`src/sv/wqws_ram.sv`:
```
// ----------------------------------------------------------------------------
// wqws_ram
// Generic single-clock RAM, one write port and one registered read port.
// ----------------------------------------------------------------------------
module wqws_ram #(
	parameter int WIDTH = 8,
	parameter int DEPTH = 16
) (
	input  logic                     clk,
	input  logic                     we,
	input  logic [$clog2(DEPTH)-1:0] waddr,
	input  logic [WIDTH-1:0]         wdata,
	input  logic [$clog2(DEPTH)-1:0] raddr,
	output logic [WIDTH-1:0]         rdata
);

	logic [WIDTH-1:0] mem [DEPTH];

	// Write and registered read.
	always_ff @(posedge clk) begin
		if (we) begin
			mem[waddr] <= wdata;
		end
		rdata <= mem[raddr];
	end

endmodule

```
`config.mk`:
```
export PLATFORM = sky130hd
export DESIGN_NAME = wqws_ram
export DESIGN_NICKNAME = d
export VERILOG_FILES = /design/src/sv/wqws_ram.sv
export SDC_FILE = /design/constraint.sdc
export NUM_CORES = 1
export LEC_CHECK = 0
export BUFFER_PORTS_ARGS = -buffer_cell sky130_fd_sc_hd__buf_2
export CAP_MARGIN = 25
export CORE_ASPECT_RATIO = 1.4
export CORE_MARGIN = 2
export CORE_UTILIZATION = 40
export DETAILED_ROUTE_END_ITERATION = 8
export MAX_ROUTING_LAYER = met4
export PLACE_DENSITY = 0.56
export SLEW_MARGIN = 0
export SYNTH_ARGS = -nofsm -noshare
export SYNTH_HDL_FRONTEND = slang
export SYNTH_SLANG_ARGS = --single-unit
```
`constraint.sdc`:
```
create_clock -name clk -period 1.8 [get_ports clk]
set_input_delay 0.09 -clock clk [delete_from_list [all_inputs] [get_ports clk]]
set_output_delay 0.09 -clock clk [all_outputs]
set_load 0.005 [all_outputs]
```
==> impl_results.html <==
<table>
<tr><th>Metric</th><th>Value</th></tr>
<tr><th colspan="2">Yosys</th></tr>
<tr><td>Combinational family with the most area after synthesis</td><td>multiplexers</td></tr>
<tr><td>Post-synthesis cell type count</td><td>19</td></tr>
<tr><td>Xor-xnor portion of the synthesized cell area</td><td>0%</td></tr>
<tr><td>Flops &amp; latches, synth</td><td>136</td></tr>
<tr><td>Post-Synth Adder-Cell Area</td><td>0%</td></tr>
<tr><td>Async set-reset flop share out of synthesis</td><td>0%</td></tr>
<tr><td>Cell type with the highest aggregate area in the netlist</td><td>sky130_fd_sc_hd__edfxtp_1</td></tr>
<tr><td>Synthesized area per cell</td><td>22.5 sq um</td></tr>
<tr><td>Synth warn</td><td>0</td></tr>
<tr><td>Complex-gate fraction of the synthesized area</td><td>2.33%</td></tr>
<tr><td>Synth top area cells</td><td>sky130_fd_sc_hd__edfxtp_1 75%, sky130_fd_sc_hd__mux4_2 7.9%, sky130_fd_sc_hd__mux4_1 7.1%</td></tr>
<tr><td>Count of mapped cells out of synthesis</td><td>229</td></tr>
<tr><td>Sequential-to-total area share from yosys stat</td><td>77.8%</td></tr>
<tr><td>Most used standard cell by instance count after synthesis</td><td>sky130_fd_sc_hd__edfxtp_1</td></tr>
<tr><td>Number of enable flip-flop cells after synthesis</td><td>128</td></tr>
<tr><td>Most numerous cell types in the synthesized netlist</td><td>128 x sky130_fd_sc_hd__edfxtp_1, 18 x sky130_fd_sc_hd__mux4_2, 16 x sky130_fd_sc_hd__a22oi_1, 14 x sky130_fd_sc_hd__mux4_1, 13 x sky130_fd_sc_hd__nor2_1</td></tr>
<tr><td>Netlist area before placement</td><td>5150 sq um</td></tr>
<tr><td>Most instantiated flip-flop cell in the synthesis netlist</td><td>sky130_fd_sc_hd__edfxtp_1</td></tr>
<tr><td>Multiplexer share of the synthesized area</td><td>15.0%</td></tr>
<tr><td>Share of the synthesized area in the top cell type</td><td>74.7%</td></tr>
<tr><td>Total nets after synthesis</td><td>247</td></tr>
<tr><td>Simple-gate portion of the synthesized area</td><td>3.18%</td></tr>
<tr><th colspan="2">Die</th></tr>
<tr><td>Number of cell rows</td><td>49</td></tr>
<tr><td>Chip Height</td><td>138 um</td></tr>
<tr><td>Initial core utilization</td><td>40.6%</td></tr>
<tr><td>I/O Pins</td><td>26</td></tr>
<tr><td>Area enclosed by the die boundary</td><td>13,800 sq um</td></tr>
<tr><td>DIE WIDTH</td><td>99.9 um</td></tr>
<tr><td>Floorplan Core Area</td><td>12,700 sq um</td></tr>
<tr><th colspan="2">STA</th></tr>
<tr><td>Total negative slack</td><td>0 ns</td></tr>
<tr><td>Share of the cycle needed by the critical path after routing</td><td>76.1%</td></tr>
<tr><td>Setup repair after global routing missed its margin</td><td>false</td></tr>
<tr><td>Tightest slew margin relative to the limit</td><td>73.8%</td></tr>
<tr><td>Clock Skews</td><td>0.00606 ns</td></tr>
<tr><td>Transition time at the pin with the least slew margin</td><td>0.394 ns</td></tr>
<tr><td>Hold Violations, Final</td><td>0</td></tr>
<tr><td>Fin Hold WS</td><td>0.0743 ns</td></tr>
<tr><td>Post-layout min period</td><td>1.37 ns</td></tr>
<tr><td>Highest attainable clock frequency</td><td>730 MHz</td></tr>
<tr><td>Number of setup violations in the final report</td><td>0</td></tr>
<tr><td>Number of pins with negative max-slew slack in the final report</td><td>0</td></tr>
<tr><th colspan="2">Placed design</th></tr>
<tr><td>Placer Congestion</td><td>0.729</td></tr>
<tr><td>Number of instances in the placed design</td><td>420</td></tr>
<tr><td>Count of input and output buffers</td><td>25</td></tr>
<tr><td>Detailed-placement wirelength estimate</td><td>6760 um</td></tr>
<tr><th colspan="2">Worst hold path</th></tr>
<tr><td>Startpoint of the most critical hold path</td><td>wdata[6]</td></tr>
<tr><td>Hold worst-path end</td><td>mem[5][6]$_DFFE_PP_</td></tr>
<tr><td>Number of cells on the worst hold path</td><td>1</td></tr>
<tr><td>Class of the most critical hold timing path</td><td>input port to flop</td></tr>
<tr><th colspan="2">Critical path</th></tr>
<tr><td>R2R Path Start</td><td>mem[0][2]$_DFFE_PP_</td></tr>
<tr><td>Slowest cell on crit path</td><td>sky130_fd_sc_hd__mux4_1</td></tr>
<tr><td>Endpoint class of the critical path</td><td>flop</td></tr>
<tr><td>Data arrival, critical path</td><td>1.65 ns</td></tr>
<tr><td>Required time at the endpoint of the critical path</td><td>2.08 ns</td></tr>
<tr><td>Worst setup slack for register-to-register paths</td><td>0.43 ns</td></tr>
<tr><td>Crit Path Category</td><td>flop to flop</td></tr>
<tr><td>Register-to-Register Path Depth</td><td>3</td></tr>
<tr><td>Startpoint Class</td><td>flop</td></tr>
<tr><td>Endpoint of the worst register-to-register path</td><td>rdata[2]$_DFF_P_</td></tr>
<tr><td>Slowest Stage Delay on Critical Path</td><td>0.49 ns</td></tr>
<tr><td>Cell breakdown of the critical path</td><td>mux4_1, a22oi_1, nand2_1</td></tr>
<tr><td>Crit path max fanout</td><td>1</td></tr>
<tr><th colspan="2">Finish</th></tr>
<tr><td>Final instance count without filler cells</td><td>452</td></tr>
<tr><td>Share of final-layout standard cells stronger than drive strength 1</td><td>31.4%</td></tr>
<tr><td>Number of antenna diodes</td><td>0</td></tr>
<tr><td>Area Growth Syn to Fin</td><td>20.8%</td></tr>
<tr><td>Total Nets Final</td><td>304</td></tr>
<tr><th colspan="2">Clock tree</th></tr>
<tr><td>Clock tree root driver cell</td><td>sky130_fd_sc_hd__clkbuf_16</td></tr>
<tr><td>Reg clk slew, reported paths</td><td>0.06 ns</td></tr>
<tr><td>Total setup buffers inserted after CTS</td><td>0</td></tr>
<tr><td>Worst-Skew Late Latency</td><td>0.40 ns</td></tr>
<tr><td>Number of buffers created by CTS</td><td>17</td></tr>
<tr><td>Number of gates resized after cts</td><td>0</td></tr>
<tr><td>TritonCTS clock tree</td><td>done</td></tr>
<tr><td>Number of buffers inserted by hold repair at cts</td><td>0</td></tr>
<tr><td>Maximum count of clock buffers along a single path</td><td>2</td></tr>
<tr><td>Number of clock sinks</td><td>136</td></tr>
<tr><td>Number of levels the H-tree was split into</td><td>4</td></tr>
<tr><th colspan="2">Detailed routing</th></tr>
<tr><td>Number of detailed-route iterations in the first pass</td><td>4</td></tr>
<tr><td>Drt total wl</td><td>9840 um</td></tr>
<tr><td>Detail-routed net length per standard cell</td><td>21.8 um</td></tr>
<tr><td>Residual DRC</td><td>0</td></tr>
<tr><td>Initial DRC count</td><td>110</td></tr>
<tr><td>Final ANT Viol Nets</td><td>0</td></tr>
<tr><td>Via count normalized by instance count</td><td>5.30</td></tr>
<tr><td>Detailed-route via count</td><td>2,397</td></tr>
<tr><th colspan="2">Global route</th></tr>
<tr><td>Global-route wire length before repair</td><td>15,200 um</td></tr>
<tr><td>Vias in the first global route</td><td>2,572</td></tr>
<tr><td>Pin count of the biggest net entering global routing</td><td>21</td></tr>
<tr><td>Antenna violations before repair</td><td>0</td></tr>
<tr><td>Total global routing overflow</td><td>0</td></tr>
<tr><td>GRT Overall Usage</td><td>16.0%</td></tr>
<tr><th colspan="2">Power and ir drop</th></tr>
<tr><td>Lkg Pwr</td><td>0.00213 uW</td></tr>
<tr><td>Cell Pwr Density</td><td>1210 nW/um^2</td></tr>
<tr><td>Highest ir drop seen on vdd</td><td>628 uV</td></tr>
<tr><th colspan="2">Flow run</th></tr>
<tr><td>Max_cap viols</td><td>0</td></tr>
<tr><th colspan="2">Outcome</th></tr>
<tr><td>Result of the run</td><td>finished, final reports clean</td></tr>
</table>
final cells by class:
cell class | instances | area [sq um]
fill | 1035 | 6470
sequential | 136 | 4000
multi-input combinational | 83 | 1060
clock buffer | 23 | 458
timing repair buffer | 48 | 335
tap | 153 | 191
clock inverter | 9 | 173
cell usage in the layout, fill, tap and decap left out:
master and n:
sky130_fd_sc_hd__a22oi_1 16, sky130_fd_sc_hd__and2_1 1, sky130_fd_sc_hd__and2b_1 1, sky130_fd_sc_hd__buf_12 3, sky130_fd_sc_hd__buf_2 25, sky130_fd_sc_hd__buf_4 20
sky130_fd_sc_hd__bufinv_16 5, sky130_fd_sc_hd__clkbuf_1 5, sky130_fd_sc_hd__clkbuf_16 17, sky130_fd_sc_hd__clkbuf_8 1, sky130_fd_sc_hd__clkinv_2 3, sky130_fd_sc_hd__clkinvlp_4 1
sky130_fd_sc_hd__dfxtp_1 8, sky130_fd_sc_hd__edfxtp_1 128, sky130_fd_sc_hd__mux4_1 14, sky130_fd_sc_hd__mux4_2 18, sky130_fd_sc_hd__nand2_1 9, sky130_fd_sc_hd__nand2b_1 2
sky130_fd_sc_hd__nand3_1 1, sky130_fd_sc_hd__nand3b_1 2, sky130_fd_sc_hd__nor2_1 13, sky130_fd_sc_hd__nor2b_1 1, sky130_fd_sc_hd__nor3_1 4, sky130_fd_sc_hd__or3b_2 1
report_power, final:
part / total [uW] / switching, uW / internal [uW]
clock: 3650 / 1160 / 2490
sequential: 3570 / 22.3 / 3540
combinational: 332 / 183 / 150
total: 7540 / 1360 / 6180
stage by stage:
step           power (uW)  util (%)  worst slack, ns  area [sq um]
4_1_cts              7620      49.0            0.394          6220
2_1_floorplan        3800         -            0.217          5150
3_3_place_gp         3960      44.0            0.266          5590
6_report             7540      49.0            0.430          6220
5_1_grt              7790      49.0            0.343          6220
3_5_place_dp         3970      44.0            0.263          5590
worst max-delay path by stage:
| stage | from | end |
|---|---|---|
| final | mem[0][2]$_DFFE_PP_ | rdata[2]$_DFF_P_ |
| after global routing | mem[1][1]$_DFFE_PP_ | rdata[1]$_DFF_P_ |
| after CTS | mem[1][1]$_DFFE_PP_ | rdata[1]$_DFF_P_ |
| after detailed placement | raddr[0] | rdata[5]$_DFF_P_ |
| after global placement | raddr[0] | rdata[4]$_DFF_P_ |
| after floorplan | waddr[2] | mem[0][0]$_DFFE_PP_ |
state kept, by name (all words and copies together), names as in the netlist:
| register | flops |
|---|---|
| mem | 128 |
| rdata | 8 |
cells by family (layout without fill, tap and decap cells):
family / Yosys count / count (layout)
mux: 32 / 32
simple gates: 35 / 35
buf+inv: 10 / 80
compound gates: 16 / 16
flops: 136 / 136
metal layers:
metal | share of wire (%) | global-route usage (%)
met2 | 55 | 26.2
met5 | 0 | -
met1 | 41 | 19.3
met4 | 1.0 | 5.19
met3 | 3.5 | 4.25
worst max-delay path, delay by kind of cell, from the launching register on:
family          cells  cell delay (ns)
compound gates      1             0.30
flops               1             0.36
mux                 1             0.49
simple gates        1             0.10
Note: power is estimated with default switching activity, not from simulation.
